### src/sv/bb3ea_pkg.sv
package bb3ea_pkg;

    localparam int MAX_WIDTH = 1024;
    localparam int MAX_HEIGHT = 1024;

    localparam int COL_W = $clog2(MAX_WIDTH);
    localparam int ROW_W = $clog2(MAX_HEIGHT);
    localparam int WLEN_W = $clog2(MAX_WIDTH + 1);
    localparam int HLEN_W = $clog2(MAX_HEIGHT + 1);

    localparam int SIZE_W = 11;
    localparam int COORD_W = 10;
    localparam int CHAN_W = 8;
    localparam int PIX_W = 3 * CHAN_W;
    localparam int LINE_W = 2 * PIX_W;
    localparam int WIN_CELLS = 9;
    localparam int EMIT_W = 4;

    localparam int SUM_W = 12;
    localparam int CNT_W = 4;
    localparam int DIVIDEND_W = SUM_W + 1;
    localparam int RECIP_W = 18;
    localparam int RECIP_SHIFT = 18;
    localparam int PROD_W = DIVIDEND_W + RECIP_W;

    localparam int QUEUE_DEPTH = 2;
    localparam int QPTR_W = $clog2(QUEUE_DEPTH);
    localparam int QCNT_W = $clog2(QUEUE_DEPTH + 1);

    localparam int CFG_IDX_W = 1;
    localparam logic [CFG_IDX_W-1:0] CFG_FRAME_WIDTH = 1'b0;
    localparam logic [CFG_IDX_W-1:0] CFG_FRAME_HEIGHT = 1'b1;
    localparam logic [SIZE_W-1:0] SIZE_RESET = 11'd1024;

    typedef struct packed {
        logic [CHAN_W-1:0] red;
        logic [CHAN_W-1:0] green;
        logic [CHAN_W-1:0] blue;
    } pixel_t;

    typedef struct packed {
        pixel_t [WIN_CELLS-1:0] win;
        logic [ROW_W-1:0]       row;
        logic [COL_W-1:0]       col;
        logic [2:0]             row_ok;
        logic [2:0]             col_ok;
        logic [EMIT_W-1:0]      emit;
    } job_t;

    typedef enum logic [1:0] {
        F_IDLE,
        F_READ,
        F_PUSH
    } front_state_t;

    function automatic logic [WLEN_W-1:0] clamp_width(logic [SIZE_W-1:0] v);
        if (v == '0)
            return WLEN_W'(1);
        else if (32'(v) > MAX_WIDTH)
            return WLEN_W'(MAX_WIDTH);
        else
            return WLEN_W'(v);
    endfunction

    function automatic logic [HLEN_W-1:0] clamp_height(logic [SIZE_W-1:0] v);
        if (v == '0)
            return HLEN_W'(1);
        else if (32'(v) > MAX_HEIGHT)
            return HLEN_W'(MAX_HEIGHT);
        else
            return HLEN_W'(v);
    endfunction

    // ceil(2^18 / (2n)), exact for dividends below 2^13
    function automatic logic [RECIP_W-1:0] mean_recip(logic [CNT_W-1:0] n);
        case (n)
            4'd1:    return 18'd131072;
            4'd2:    return 18'd65536;
            4'd3:    return 18'd43691;
            4'd4:    return 18'd32768;
            4'd5:    return 18'd26215;
            4'd6:    return 18'd21846;
            4'd7:    return 18'd18725;
            4'd8:    return 18'd16384;
            4'd9:    return 18'd14564;
            default: return 18'd131072;
        endcase
    endfunction

endpackage

### src/sv/bb3ea_queue.sv
module bb3ea_queue
    import bb3ea_pkg::*;
(
    input  logic clk,
    input  logic rst_n,
    input  logic push,
    input  job_t push_job,
    output logic full,
    input  logic pop,
    output job_t head,
    output logic empty
);

    job_t              slot_reg [QUEUE_DEPTH];
    logic [QPTR_W-1:0] wr_ptr_reg;
    logic [QPTR_W-1:0] rd_ptr_reg;
    logic [QCNT_W-1:0] count_reg;
    logic [QPTR_W-1:0] wr_ptr_next;
    logic [QPTR_W-1:0] rd_ptr_next;
    logic [QCNT_W-1:0] count_next;

    assign full = (count_reg == QCNT_W'(QUEUE_DEPTH));
    assign empty = (count_reg == '0);
    assign head = slot_reg[rd_ptr_reg];

    always_comb
    begin
        wr_ptr_next = wr_ptr_reg;
        rd_ptr_next = rd_ptr_reg;
        count_next = count_reg;
        if (push)
        begin
            wr_ptr_next = (32'(wr_ptr_reg) == QUEUE_DEPTH - 1) ? '0 : wr_ptr_reg + 1'b1;
        end
        if (pop)
        begin
            rd_ptr_next = (32'(rd_ptr_reg) == QUEUE_DEPTH - 1) ? '0 : rd_ptr_reg + 1'b1;
        end
        if (push && !pop)
        begin
            count_next = count_reg + 1'b1;
        end
        else if (pop && !push)
        begin
            count_next = count_reg - 1'b1;
        end
    end

    always_ff @(posedge clk or negedge rst_n)
    begin
        if (!rst_n)
        begin
            wr_ptr_reg <= '0;
            rd_ptr_reg <= '0;
            count_reg <= '0;
        end
        else
        begin
            wr_ptr_reg <= wr_ptr_next;
            rd_ptr_reg <= rd_ptr_next;
            count_reg <= count_next;
        end
    end

    always_ff @(posedge clk)
    begin
        if (push)
        begin
            slot_reg[wr_ptr_reg] <= push_job;
        end
    end

endmodule

### config.mk
export PLATFORM = sky130hd
export DESIGN_NAME = bb3ea_queue
export DESIGN_NICKNAME = d
export VERILOG_FILES = /design/src/sv/bb3ea_pkg.sv /design/src/sv/bb3ea_queue.sv
export SDC_FILE = /design/constraint.sdc
export NUM_CORES = 1
export LEC_CHECK = 0
export BUFFER_PORTS_ARGS = -buffer_cell sky130_fd_sc_hd__buf_2
export CORE_AREA = 2 2 195 197
export CTS_CLUSTER_DIAMETER = 80
export DETAILED_ROUTE_END_ITERATION = 8
export DIE_AREA = 0 0 197 199
export GPL_TIMING_DRIVEN = 0
export PLACE_DENSITY = 0.75
export SLEW_MARGIN = 20
export SYNTH_ARGS = -nofsm -noshare
export SYNTH_HDL_FRONTEND = slang
export SYNTH_SLANG_ARGS = --single-unit
### constraint.sdc
create_clock -name clk -period 16.4 [get_ports clk]
set_input_delay 2.46 -clock clk [delete_from_list [all_inputs] [get_ports clk]]
set_output_delay 2.46 -clock clk [all_outputs]
set_load 0.05 [all_outputs]
# Word-level counts from Yosys, hierarchy flattened
# Memories as Yosys holds them, arrays and structs flattened.
# Index checks and enable logic that the tools add are counted.
[classes] add_sub_neg=4 eq_ne=1 mux=6 n_reduce_logical=6
[op_table] op="$mux 1" count=4
[op_table] op="$mux 2" count=2
[op_table] op="$add 1x1->1 const B" count=2
[op_table] op="$add 2x1->2 const B" count=1
[op_table] op="$eq 2x2->1 const B" count=1
[op_table] op="$logic_and 1x1->1" count=2
[op_table] op="$logic_not 1->1" count=2
[op_table] op="$logic_not 2->1" count=1
[op_table] op="$reduce_bool 2->1" count=1
[op_table] op="$sub 2x1->2 const B" count=1
[totals] register_bits=4 mem_bits_rw=492 inputBits=250 out_inout_bits=248 elab_cells=21 n_memories=1
[mem_list] memory="slot_reg" depth=2 word_bits=246 read_ports=1 rd_clocked_by_memory_dff=0 write_ports=1 line="bb3ea_queue.sv:14" rtl="job_t slot_reg [QUEUE_DEPTH];"

# Longest topological paths before layout
[depth] depth_word=4 mapped_depth=5 mapped_depth_nobuf=5

# Least setup slack after synthesis
# OpenSTA, ideal clock, no wires.
[synth_timing] path_kind="input -> register" from="in push" to="mem slot_reg[0][0] (netlist name) (enable)" setup_time_ns=0.887 arrival_ns=13.048 t_required_ns=15.513 setup_slack_ns=2.465 stages=1 n_path_buf=0 path_cell_list="nor2b_1"
[synth_between] elab_chain_cells=2
[synth_lines] element="start: declaration" line="bb3ea_queue.sv:6" rtl="input logic push,"
[synth_lines] element="$mux 1" line="bb3ea_queue.sv:67" rtl="if (push)"
[synth_lines] element="$mux 1 (implied by the code)" line="bb3ea_queue.sv:69" rtl="slot_reg[wr_ptr_reg] <= push_job;"
[synth_lines] element="end: declaration" line="bb3ea_queue.sv:14"
# No other way between the ends.

==> flow_summary.json <==
{
  "reg2reg_to": "slot_reg[0][129]",
  "max_cap_viol_count": 0,
  "placed_cell_area_sq_um": 21500,
  "largest_reg_flops": 492,
  "syn_inst": 781,
  "grtUsageMet1": 0.212,
  "clock.fmax_mhz": 223,
  "grt_use_met3": 0.0717,
  "irDropWorstVdd_mv": 0.177,
  "die_x_um": 197,
  "relSlewSlack": 0.625,
  "fin_tns_setup_ns": 0,
  "synth_compound_area_frac": 0,
  "rr_worst_depth": 6,
  "end_kind": "primary output",
  "path_max_fanout": 10,
  "rsz0062_at_grt": "false",
  "viasPerCell": 5.03,
  "cts_tree": "done",
  "cts-root-buf": "clkbuf_16",
  "routed_wl_um": 39100,
  "dr_total_vias": 9375,
  "gp_congestion": 0.778,
  "fin_crit_sh": 0.273,
  "synth_area_sq_um": 18000,
  "busiest_layer": "met2",
  "synth.area.mux_share": 0.154,
  "hold-path-endpoint": "count_reg[1]",
  "leakage_nw": 8.72,
  "grt_util_all_layers": 0.193,
  "r2r_start": "wr_ptr_reg",
  "synthXorXnorAreaFrac": 0.00243,
  "status": "finished, final reports clean",
  "area_growth_pct": 28.0,
  "hpwl_um": 27700,
  "fp.dieH_um": 199,
  "clk_latency_ns": 0.57,
  "crit_type": "register to primary output",
  "h-tree-depth": 2,
  "worst-slew-pin-transition_ns": 0.561,
  "routedWlPerCell_um": 21.0,
  "fin_area_sq_um": 23100,
  "clockBufferDepth": 3,
  "postCtsSetupRepairBufs": 0,
  "avgSynthCellArea_sq_um": 23.1,
  "core-area_sq_um": 37100,
  "final_hold_viol_count": 0,
  "use_met2": 0.336,
  "cts_sinks": 496,
  "cp_data_required_time_ns": 13.94,
  "ios": 498,
  "p_per_area_nw_per_um2": 209,
  "start_kind": "register",
  "drt_iter0_drc": 456,
  "nNetsFinal": 1597,
  "holdCritPathClass": "register to register",
  "drt_first_pass_iters": 4,
  "arrival_ns": 2.02,
  "hold_slack_ns": 0.486,
  "finalCriticalPeriod_ns": 4.48,
  "final_layout_size_suffix_gt1_frac": 0.614,
  "path_clk_slew_ns": 0.06,
  "ys_warn_count": 0,
  "setup_viol": 0,
  "drc": 0,
  "num_rows": 71,
  "min_from": "count_reg[1]",
  "antenna_found_initial": 8,
  "synth_top_family_by_area": "multiplexers",
  "synth_fa_ha_area_frac": 0.000694,
  "syn-num-nets": 1032,
  "clock_skew_ns": 0.0188,
  "grt_pass1_vias": 9769,
  "overflow": 0,
  "initial_core_util": 0.485,
  "cts_inserted_buffers": 50,
  "ys_ff_latch": 496,
  "port_buffers": 497,
  "yosysSeqAreaShare": 0.825,
  "grt_pass1_wl_um": 56100,
  "grt_max_degree": 54,
  "synth_cell_types": 13,
  "finalMaxSlewViolations": 0,
  "ctsResizeCount": 0,
  "regToRegSetupSlack_ns": 14.14,
  "postCtsHoldBufs": 0,
  "dieArea_sq_um": 39200,
  "synth-simple-area-share": 0.00146,
  "ant_nets": 0,
  "holdPathStages": 1
}
==> critical path: stages (launching register included) <==
cell	delay, ns
dfrtp_1	0.41
buf_6	0.26
buf_6	0.20
mux2_2	0.37
buf_2	0.22
==> cell families after synthesis <==
logic type | after synthesis
AND/OR/NAND/NOR | 5
XOR/XNOR | 5
flip-flops | 496
adder cells (fa/ha/maj) | 1
buffers and inverters | 28
multiplexers | 246
==> power by group <==
| part | switching [mW] | total, mW | internal, mW |
|---|---|---|---|
| logic | 1.44 | 2.02 | 0.582 |
| clock network | 0.441 | 1.06 | 0.619 |
| registers | 0.0529 | 1.73 | 1.68 |
==> area by class of cell <==
cell class              count  area, sq um
flip-flops and latches    496        14900
fillers                  2658        14100
repair buffers            513         2880
multi-input cells         257         2860
clock buffers              66         1380
well taps                 474          593
plain buffers              27          294
clock inverters            25          175
diodes                      5         12.5
inverters                   1         3.75
==> placed cells by master, fill, tap and decap left out, drive strengths merged <==
master,synthesis,final
bufinv,0,2
xor2,4,4
clkinv,0,23
edfxtp,492,492
dfrtp,4,4
mux2,246,246
nor2b,2,2
diode,0,5
nor2,2,2
ha,1,1
buf,27,540
clkbuf,0,66
xnor2,1,1
and2,1,1
inv,1,1
==> through the flow <==
step | setup WS [ns] | utilization | total power [mW] | cells
floorplan | 2.46 | - | 3.36 | 781
global placement | -3.82 | 0.568 | 3.86 | 1752
detailed placement | 11.91 | 0.579 | 3.80 | 1768
CTS | 11.83 | 0.621 | 4.87 | 1859
global route | 11.81 | 0.621 | 4.99 | 1864
finish | 11.92 | 0.621 | 4.81 | 1864
==> worst max-delay path by stage <==
stage | startpoint | end | slack, ns | depth (start not counted)
2_1_floorplan | push | slot_reg[0][0] | 2.46 | 1
3_3_place_gp | push | slot_reg[0][122] | -3.82 | 2
3_5_place_dp | push | slot_reg[0][116] | 11.91 | 7
4_1_cts | rd_ptr_reg | head[57] | 11.83 | 4
5_1_grt | rd_ptr_reg | head[57] | 11.81 | 4
6_report | rd_ptr_reg | head[104] | 11.92 | 4
==> synthesized netlist by cell type <==
cell	instances	area [sq um]
edfxtp_1	492	14800
mux2_2	246	2770
buf_6	25	282
dfrtp_1	4	100
xor2_1	4	35.0
nor2_1	2	7.51
nor2b_1	2	12.5
and2_1	1	6.26
buf_2	1	5.00
buf_4	1	7.51
ha_1	1	12.5
inv_1	1	3.75
xnor2_1	1	8.76
==> per-layer routing <==
layer / part of all wire / up-vias
li1: - / 4274
met1: 0.36 / 4624
met3: 0.092 / 84
met4: 0.032 / 6
met5: 0.00092 / -
met2: 0.51 / 387
Power figures use the tool's default switching activity.
