===== src/sv/bb3ea_pkg.sv =====
package bb3ea_pkg;

    localparam int MAX_WIDTH = 1024;
    localparam int MAX_HEIGHT = 1024;

    localparam int COL_W = $clog2(MAX_WIDTH);
    localparam int ROW_W = $clog2(MAX_HEIGHT);
    localparam int WLEN_W = $clog2(MAX_WIDTH + 1);
    localparam int HLEN_W = $clog2(MAX_HEIGHT + 1);

    localparam int SIZE_W = 11;
    localparam int COORD_W = 10;
    localparam int CHAN_W = 8;
    localparam int PIX_W = 3 * CHAN_W;
    localparam int LINE_W = 2 * PIX_W;
    localparam int WIN_CELLS = 9;
    localparam int EMIT_W = 4;

    localparam int SUM_W = 12;
    localparam int CNT_W = 4;
    localparam int DIVIDEND_W = SUM_W + 1;
    localparam int RECIP_W = 18;
    localparam int RECIP_SHIFT = 18;
    localparam int PROD_W = DIVIDEND_W + RECIP_W;

    localparam int QUEUE_DEPTH = 2;
    localparam int QPTR_W = $clog2(QUEUE_DEPTH);
    localparam int QCNT_W = $clog2(QUEUE_DEPTH + 1);

    localparam int CFG_IDX_W = 1;
    localparam logic [CFG_IDX_W-1:0] CFG_FRAME_WIDTH = 1'b0;
    localparam logic [CFG_IDX_W-1:0] CFG_FRAME_HEIGHT = 1'b1;
    localparam logic [SIZE_W-1:0] SIZE_RESET = 11'd1024;

    typedef struct packed {
        logic [CHAN_W-1:0] red;
        logic [CHAN_W-1:0] green;
        logic [CHAN_W-1:0] blue;
    } pixel_t;

    typedef struct packed {
        pixel_t [WIN_CELLS-1:0] win;
        logic [ROW_W-1:0]       row;
        logic [COL_W-1:0]       col;
        logic [2:0]             row_ok;
        logic [2:0]             col_ok;
        logic [EMIT_W-1:0]      emit;
    } job_t;

    typedef enum logic [1:0] {
        F_IDLE,
        F_READ,
        F_PUSH
    } front_state_t;

    function automatic logic [WLEN_W-1:0] clamp_width(logic [SIZE_W-1:0] v);
        if (v == '0)
            return WLEN_W'(1);
        else if (32'(v) > MAX_WIDTH)
            return WLEN_W'(MAX_WIDTH);
        else
            return WLEN_W'(v);
    endfunction

    function automatic logic [HLEN_W-1:0] clamp_height(logic [SIZE_W-1:0] v);
        if (v == '0)
            return HLEN_W'(1);
        else if (32'(v) > MAX_HEIGHT)
            return HLEN_W'(MAX_HEIGHT);
        else
            return HLEN_W'(v);
    endfunction

    // ceil(2^18 / (2n)), exact for dividends below 2^13
    function automatic logic [RECIP_W-1:0] mean_recip(logic [CNT_W-1:0] n);
        case (n)
            4'd1:    return 18'd131072;
            4'd2:    return 18'd65536;
            4'd3:    return 18'd43691;
            4'd4:    return 18'd32768;
            4'd5:    return 18'd26215;
            4'd6:    return 18'd21846;
            4'd7:    return 18'd18725;
            4'd8:    return 18'd16384;
            4'd9:    return 18'd14564;
            default: return 18'd131072;
        endcase
    endfunction

endpackage


===== src/sv/bb3ea_back.sv =====
module bb3ea_back
    import bb3ea_pkg::*;
(
    input  logic               clk,
    input  logic               rst_n,
    input  logic               q_empty,
    input  job_t               q_head,
    output logic               q_pop,
    output logic               out_valid,
    input  logic               out_ready,
    output pixel_t             out_pixel,
    output logic [COORD_W-1:0] out_row,
    output logic [COORD_W-1:0] out_col,
    output logic               out_done
);

    logic [EMIT_W-1:0] sent_reg;
    logic [EMIT_W-1:0] sent_next;

    logic              a_valid_reg;
    logic [SUM_W-1:0]  a_red_reg;
    logic [SUM_W-1:0]  a_green_reg;
    logic [SUM_W-1:0]  a_blue_reg;
    logic [CNT_W-1:0]  a_n_reg;
    logic [ROW_W-1:0]  a_row_reg;
    logic [COL_W-1:0]  a_col_reg;
    logic              a_done_reg;

    logic              o_valid_reg;
    pixel_t            o_pixel_reg;
    logic [ROW_W-1:0]  o_row_reg;
    logic [COL_W-1:0]  o_col_reg;
    logic              o_done_reg;

    logic              o_free;
    logic              a_free;
    logic              issue;
    logic [EMIT_W-1:0] left;
    logic [EMIT_W-1:0] pick;
    logic [1:0]        kind;
    logic [2:0]        row_mask;
    logic [2:0]        col_mask;
    logic [SUM_W-1:0]  sum_red;
    logic [SUM_W-1:0]  sum_green;
    logic [SUM_W-1:0]  sum_blue;
    logic [CNT_W-1:0]  num;
    logic [ROW_W-1:0]  ctr_row;
    logic [COL_W-1:0]  ctr_col;

    logic [RECIP_W-1:0]    recip;
    logic [DIVIDEND_W-1:0] dv_red;
    logic [DIVIDEND_W-1:0] dv_green;
    logic [DIVIDEND_W-1:0] dv_blue;
    logic [PROD_W-1:0]     pr_red;
    logic [PROD_W-1:0]     pr_green;
    logic [PROD_W-1:0]     pr_blue;

    assign o_free = !o_valid_reg || out_ready;
    assign a_free = !a_valid_reg || o_free;

    // results of one pixel go out in emit-bit order
    assign left = q_head.emit & ~sent_reg;
    assign pick = left & (~left + 1'b1);
    assign issue = !q_empty && a_free;
    assign q_pop = issue && ((sent_reg | pick) == q_head.emit);

    always_comb
    begin
        if (left[0])
            kind = 2'd0;
        else if (left[1])
            kind = 2'd1;
        else if (left[2])
            kind = 2'd2;
        else
            kind = 2'd3;
    end

    always_comb
    begin
        sent_next = sent_reg;
        if (q_pop)
        begin
            sent_next = '0;
        end
        else if (issue)
        begin
            sent_next = sent_reg | pick;
        end
    end

    // center one row or column lower drops the top row or left column
    always_comb
    begin
        row_mask = q_head.row_ok & (kind[1] ? 3'b110 : 3'b111);
        col_mask = q_head.col_ok & (kind[0] ? 3'b110 : 3'b111);
        sum_red = '0;
        sum_green = '0;
        sum_blue = '0;
        num = '0;
        for (int wr = 0; wr < 3; wr++)
        begin
            for (int wc = 0; wc < 3; wc++)
            begin
                if (row_mask[wr] && col_mask[wc])
                begin
                    sum_red = sum_red + SUM_W'(q_head.win[wr * 3 + wc].red);
                    sum_green = sum_green + SUM_W'(q_head.win[wr * 3 + wc].green);
                    sum_blue = sum_blue + SUM_W'(q_head.win[wr * 3 + wc].blue);
                    num = num + 1'b1;
                end
            end
        end
        ctr_row = kind[1] ? q_head.row : q_head.row - 1'b1;
        ctr_col = kind[0] ? q_head.col : q_head.col - 1'b1;
    end

    // round half up: (2*sum + n) / (2n) by reciprocal multiply
    always_comb
    begin
        recip = mean_recip(a_n_reg);
        dv_red = {a_red_reg, 1'b0} + DIVIDEND_W'(a_n_reg);
        dv_green = {a_green_reg, 1'b0} + DIVIDEND_W'(a_n_reg);
        dv_blue = {a_blue_reg, 1'b0} + DIVIDEND_W'(a_n_reg);
        pr_red = PROD_W'(dv_red) * PROD_W'(recip);
        pr_green = PROD_W'(dv_green) * PROD_W'(recip);
        pr_blue = PROD_W'(dv_blue) * PROD_W'(recip);
    end

    always_ff @(posedge clk or negedge rst_n)
    begin
        if (!rst_n)
        begin
            sent_reg <= '0;
            a_valid_reg <= 1'b0;
            o_valid_reg <= 1'b0;
        end
        else
        begin
            sent_reg <= sent_next;
            if (a_free)
            begin
                a_valid_reg <= issue;
            end
            if (o_free)
            begin
                o_valid_reg <= a_valid_reg;
            end
        end
    end

    always_ff @(posedge clk)
    begin
        if (issue)
        begin
            a_red_reg <= sum_red;
            a_green_reg <= sum_green;
            a_blue_reg <= sum_blue;
            a_n_reg <= num;
            a_row_reg <= ctr_row;
            a_col_reg <= ctr_col;
            a_done_reg <= (kind == 2'd3);
        end
        if (o_free && a_valid_reg)
        begin
            o_pixel_reg.red <= pr_red[RECIP_SHIFT +: CHAN_W];
            o_pixel_reg.green <= pr_green[RECIP_SHIFT +: CHAN_W];
            o_pixel_reg.blue <= pr_blue[RECIP_SHIFT +: CHAN_W];
            o_row_reg <= a_row_reg;
            o_col_reg <= a_col_reg;
            o_done_reg <= a_done_reg;
        end
    end

    assign out_valid = o_valid_reg;
    assign out_pixel = o_pixel_reg;
    assign out_row = COORD_W'(o_row_reg);
    assign out_col = COORD_W'(o_col_reg);
    assign out_done = o_done_reg;

endmodule


===== config.mk =====
export PLATFORM = sky130hd
export DESIGN_NAME = bb3ea_back
export DESIGN_NICKNAME = d
export VERILOG_FILES = /design/src/sv/bb3ea_pkg.sv /design/src/sv/bb3ea_back.sv
export SDC_FILE = /design/constraint.sdc
export NUM_CORES = 2
export LEC_CHECK = 0
export BUFFER_PORTS_ARGS = -buffer_cell sky130_fd_sc_hd__clkbuf_2
export CAP_MARGIN = 25
export CORE_AREA = 2 2 246 248
export CTS_BUF_LIST = sky130_fd_sc_hd__clkbuf_8
export CTS_CLUSTER_SIZE = 30
export DETAILED_ROUTE_END_ITERATION = 8
export DIE_AREA = 0 0 248 250
export PLACE_DENSITY = 0.76
export REMOVE_ABC_BUFFERS = 1
export SYNTH_ARGS = -nofsm -noshare
export SYNTH_HDL_FRONTEND = slang
export SYNTH_SLANG_ARGS = --single-unit

===== constraint.sdc =====
create_clock -name clk -period 11 [get_ports clk]
set_input_delay 0.55 -clock clk [delete_from_list [all_inputs] [get_ports clk]]
set_output_delay 0.55 -clock clk [all_outputs]
set_load 0.05 [all_outputs]

After elaboration in Yosys (flattened, before gate mapping):

Memories as Yosys holds them, arrays and structs flattened. A register that Yosys moved wholly into a read port is not among the register bits.
Cells that the tools add are included.
W data, S select, Z words.

* bitwise logic cells: 7
* $add $sub $neg: 38
* muxes and demuxes: 46
* equal/unequal tests: 2
* reductions and logical operators: 18
* $mul: 3

Operators with widths (count)
* $add A12 B8 Y12: 24
* $mux W12: 24
* $mul A13 B18 Y26: 3
* $mux W4: 11
* $add A13 B4 Y13: 3
* $add A4 B1 Y4 const B: 9
* $mux W8: 3
* $mux W10: 2
* $sub A10 B1 Y10 const B: 2
* $logic_and A1 B1 Y1: 12
* $and A4 B4 Y4: 2
* $not A4 Y4: 2
* $and A3 B3 Y3: 2
* $eq A4 B4 Y1: 1
* $mux W1: 4
* $mux W2: 2
* $or A4 B4 Y4: 1
* $logic_not A1 Y1: 3
* $eq A2 B2 Y1 const B: 1
* $logic_or A1 B1 Y1: 2
* $reduce_bool A2 Y1: 1

* memories: 1
* register bits: 112
* logic and storage cells: 131
* ROM bits: 288

Memory list
* (no name shown): depth 16, bits a word 18, rd ports 1, clocked after Yosys merged registers in 1, write ports 0, line bb3ea_pkg.sv:76 `case (n)`

Longest topological paths before layout:

* depth after elaboration: 26
* depth in mapped cells: 56
* mapped depth without buffers: 54

Worst setup path after synthesis:

OpenSTA, ideal clock, no wires.

* kind: input -> register
* start point: in q_head[0] (netlist bit)
* end point: reg a_red_reg[11], data pin
* slack: 1607 ps
* arrival: 9135 ps
* stages: 49
* required time: 10742 ps
* setup time: 258 ps
* path buffers: 3
* path through: and2b_1 > and3_1 > clkbuf_1 > clkbuf_1 > and2_1 > ha_1 > inv_1 > fa_1 > nand2b_1 > a21oi_1 > ha_1 > a21o_1 > a21oi_1 > xnor2_1 > o21ai_0 > ha_1 > o21ai_0 > nor2_1 > [13 not listed] > ha_1 > or3_1 > o2111ai_1 > nor2b_1 > xnor2_1 > nand2_1 > nand2_1 > ha_1 > o21ai_0 > a21o_1 > buf_1 > or4_1 > a21oi_1 > o22ai_1 > o41ai_2 > xnor2_1 > nand3_1 > xor2_1

* word-level cells in the longest chain between the ends: 22
* elaborated cells between the ends (all ways): 28
* those cells by class: add/sub (8); mux (12); bitwise (3); reduce/logical (5)

Ends and longest elaborated chain
* from (decl): line bb3ea_back.sv:7 `input job_t q_head,`
* $and A4 B4 Y4 *: line bb3ea_back.sv:62 `assign left = q_head.emit & ~sent_reg;`
* $mux W2 *: line bb3ea_back.sv:69 `if (left[0])`
* $mux W1 (on tied branches): line bb3ea_back.sv:95, bb3ea_back.sv:96
* $and A3 B3 Y3 (on tied branches): line bb3ea_back.sv:95, bb3ea_back.sv:96
* $logic_and A1 B1 Y1: line bb3ea_back.sv:105 `if (row_mask[wr] && col_mask[wc])`
* $mux W8: line bb3ea_back.sv:105
* $add A12 B8 Y12: line bb3ea_back.sv:107 `sum_red = sum_red + SUM_W'(q_head.win[wr * 3 + wc].red);`
* $mux W12: line bb3ea_back.sv:105
* [7 not listed]
* $mux W12: line bb3ea_back.sv:105
* $add A12 B8 Y12: line bb3ea_back.sv:107
* $mux W12 *: line bb3ea_back.sv:105
* $add A12 B8 Y12: line bb3ea_back.sv:107
* $mux W12 *: line bb3ea_back.sv:105
* $add A12 B8 Y12: line bb3ea_back.sv:107
* $mux W12 *: line bb3ea_back.sv:105
* net sum_red[11]: line bb3ea_back.sv:43 `logic [SUM_W-1:0] sum_red;`
* to (signal assigned): line bb3ea_back.sv:156 `a_red_reg <= sum_red;`
* to (decl): line bb3ea_back.sv:21 `logic [SUM_W-1:0] a_red_reg;`

The timed path passes the listed nets; every way through them passes the cells marked *.
A chain may end at the register's enable or synchronous reset.

Final worst setup path:

* start point: reg sent_reg[0]
* end point: reg a_red_reg[11], data pin

* word-level cells in the longest chain between the ends: 23
* elaborated cells between the ends (all ways): 29
* those cells by class: add/sub (8); mux (12); bitwise (4); reduce/logical (5)

Ends and longest elaborated chain
* from (decl): line bb3ea_back.sv:17 `logic [EMIT_W-1:0] sent_reg;`
* from (signal assigned): line bb3ea_back.sv:140 `sent_reg <= sent_next;`
* $not A4 Y4 *: line bb3ea_back.sv:62
* $and A4 B4 Y4 *: line bb3ea_back.sv:62
* $mux W2 *: line bb3ea_back.sv:69
* $mux W1 (on tied branches): line bb3ea_back.sv:95, bb3ea_back.sv:96
* $and A3 B3 Y3 (on tied branches): line bb3ea_back.sv:95, bb3ea_back.sv:96
* $logic_and A1 B1 Y1: line bb3ea_back.sv:105
* $mux W8: line bb3ea_back.sv:105
* $add A12 B8 Y12: line bb3ea_back.sv:107
* [8 not listed]
* $mux W12: line bb3ea_back.sv:105
* $add A12 B8 Y12: line bb3ea_back.sv:107
* $mux W12 *: line bb3ea_back.sv:105
* $add A12 B8 Y12: line bb3ea_back.sv:107
* $mux W12 *: line bb3ea_back.sv:105
* $add A12 B8 Y12: line bb3ea_back.sv:107
* $mux W12 *: line bb3ea_back.sv:105
* net sum_red[11]: line bb3ea_back.sv:43

Marked as above.

==> results.md <==
- Status: finished clean
- CP most frequent cell: ha_1
- Sw Share: 0.539
- Worst Tran Pin Value: about 1.1 ns
- Number of global-route vias before repair: 30000
- CP required: approximately 11 ns
- Max Freq: 97.7 MHz
- Share of cells above drive strength 1: 0.118
- Largest net degree at the start of global routing: 51
- # IOs: 297
- Final Hold Fails: 0
- Largest fanout on the critical path: 16
- Setup crit start kind: flop
- Clock Skews: 0.0170 ns
- Clock-pin slew on the worst setup and hold paths: 0.09 ns
- Overflow left after global routing: 0
- Mapped Cells: 4117
- Met2 wire length: 46200 um
- Final #Nets: 5478
- Psw: 5.44 mW
- Commonest cells in the netlist: 633 x inv_1, 580 x nand2_1, 528 x fa_1
- Yosys cell types: 87
- Die ar.: between 0.06 and 0.07 mm2
- Longest Clk Path Bufs: 2
- Total global routing track utilization: 0.304
- Flops & latches, synth: 130
- Post-synth EDFFs: between 100 and 150
- Top cells by area, synth: fa_1 30%, ha_1 13%, edfxtp_1 9.0%
- H-Tree Depth: 4
- Area growth, synth to finish: 7.96%
- Port Buffers: 296
- Fill count: 5147
- CTS Buf Count: 17
- Drt pass-1 iters: 5
- Peak VDD IR: between 200 and 250 uV
- Max Slew Vio Count: 0
- Routed len/inst: 17.7 um
- Final ANT Viol Nets: 0
- Logic pwr share: 0.852
- Arrival @ worst endpoint: 10.48 ns
- Max_cap viols: 0
- Seq pwr share: 0.105
- Placer Congestion: between 0.9 and 1
- Die width: 248 um
- Post-synthesis sequential area ratio: 0.104
- Primary FF master, synth: edfxtp_1
- PwrDens: 264 mW/mm2
- Initial antenna violation count: 23
- Initial Util: 0.595
- Final worst path period need: 10.23 ns
- Max reg flops: 24
- Via/cell ratio: approximately 5.7
- Sinks on Clock Net: 130
- Synth top area share: 0.298
- Syn avg cell area: 8.60 um2
- Core Box Area: 0.0596 mm2
- Leading area contributor after synthesis: fa_1
- Clock root buffer: clkbuf_8
- Vias: 29300
- Worst Setup Path Type: reg2reg
- WL met3: 6250 um
- Die H: 250 um
- CP Capture Type: flop
- Row count: 90
- Final setup violation count: 0
- Final HPWL DP: ~74000 um
- DRT Wirelength: 90900 um
- First-pass GRT wire length: between 100000 and 150000 um
- Slowest stage delay, CP: 0.47 ns
- Worst-Skew Late Latency: roughly 0.5 ns
- Ys Warns: 0
- Leak: roughly 18 nW
- RSZ-0062 raised after global routing: false
- TNS Setup: 0 ns
- Register area: 0.00370 mm2
- Rel. slew slack: 0.264
- DR top layer: met5
- Internal Power: 4.65 mW
- M1 wire length: about 34000 um
- Final core occ: 0.642
- Count leader, synth: inv_1
- Critical Path Slowest Stage Cell: o21ai_0
- CTS tree: done
- Asr flop ratio synth: 0.0462
- Remaining DRCs: 0
- Cell area after synthesis: 0.0354 mm2
- Area of the multi-input gates: 0.0288 mm2
- Final period util: 0.930
- Initial DRC count: approximately 1500
- Clock power frac: 0.044
- Worst min-delay path class: in2reg
-- critical path, delay by kind of cell (launching register included) --
kind	cells	cell delay [ns]
adder cells (fa/ha/maj)	8	2.47
XOR/XNOR	3	0.55
buffers and inverters	4	0.35
flip-flops	1	0.43
multiplexers	3	0.75
AO/OA/AOI/OAI	21	3.25
AND/OR/NAND/NOR	10	2.13
-- cell usage in the layout (no fill, tap or decap), types with 61 or more instances in the layout --
cell type,n
a21o_1,61
nand2_1,580
fa_1,528
edfxtp_1,106
clkbuf_2,296
and2_1,99
o21ai_0,140
ha_1,368
xor2_1,67
inv_1,633
a21oi_1,185
nor2_1,208
xnor2_1,154
nor2b_1,190
-- repair_timing --
| item | CTS | global route |
|---|---|---|
| hold endpoints to repair | 6 | 0 |
| endpoints found under the setup margin | 0 | 7 |
| buffers inserted | 0 | 0 |
| gates resized for setup | 0 | 2 |
| hold buffers | 1 | 0 |
-- metrics by stage --
| stage | std cells | hold slack (ns) | setup WS, ns | instance area [um2] | total power [mW] |
|---|---|---|---|---|---|
| 2_1_floorplan | 3956 | 0.254 | 1.68 | 34800 | 7.54 |
| 3_3_place_gp | 5094 | 0.382 | 0.696 | 37800 | 9.33 |
| 3_5_place_dp | 5094 | 0.386 | 0.434 | 37800 | 9.65 |
| 4_1_cts | 5127 | 0.207 | 0.612 | 38200 | 10.2 |
| 5_1_grt | 5133 | 0.246 | 0.00406 | 38200 | 11.5 |
| 6_report | 5136 | 0.252 | 0.767 | 38200 | 10.1 |
-- path summary, 6_finish.rpt --
check                      slack [ns]                     from  depth (start not counted)                      end
setup / recovery                 0.77  sent_reg[0]$_DFFE_PN0P_                         49  a_red_reg[11]$_DFFE_PP_
hold / removal                   0.25                  q_empty                          2  a_valid_reg$_DFFE_PN0N_
setup reg to reg                 0.77  sent_reg[0]$_DFFE_PN0P_                         49  a_red_reg[11]$_DFFE_PP_
hold reg to reg                  0.42   a_row_reg[2]$_DFFE_PP_                          0     out_row[2]$_DFFE_PP_
max in group asynchronous       10.41                    rst_n                          2  a_valid_reg$_DFFE_PN0N_
min in group asynchronous        0.44                    rst_n                          2  sent_reg[3]$_DFFE_PN0P_
-- cell type report --
type / count / area share
inverter: 633 / 0.0621
clock buffer: 17 / 0.00612
antenna: 9 / 0.000589
timing repair buffer: 357 / 0.0508
tap: 782 / 0.0256
multi-input combinational: 3193 / 0.754
sequential: 130 / 0.0968
clock inverter: 15 / 0.00432
-- cell families (layout without fill, tap and decap cells) --
kind of cell             after synthesis  count (layout)  synth area share
AND/OR/NAND/NOR                     1303            1303             0.173
adder cells (fa/ha/maj)              897             897             0.429
buffers and inverters                794            1022            0.0847
AO/OA/AOI/OAI                        678             678             0.125
XOR/XNOR                             240             240            0.0617
flip-flops                           130             130             0.104
multiplexers                          75              75            0.0233
other                                  0               9                 0
-- power groups by stage --
stage / logic, mW / clock network [mW] / registers (mW)
6_report: 8.59 / 0.439 / 1.06
5_1_grt: 9.97 / 0.461 / 1.07
4_1_cts: 8.68 / 0.450 / 1.05
3_5_place_dp: 8.59 / 0 / 1.06
3_3_place_gp: 8.27 / 0 / 1.05
2_1_floorplan: 6.32 / 0 / 1.22
-- routing by layer --
metal / GRT usage / up-vias
met5: 0 / -
met4: 0.130 / 28
met3: 0.0538 / 258
met2: 0.542 / 1032
met1: 0.355 / 14200
li1: - / 13800
Power figures use the tool's default switching activity.
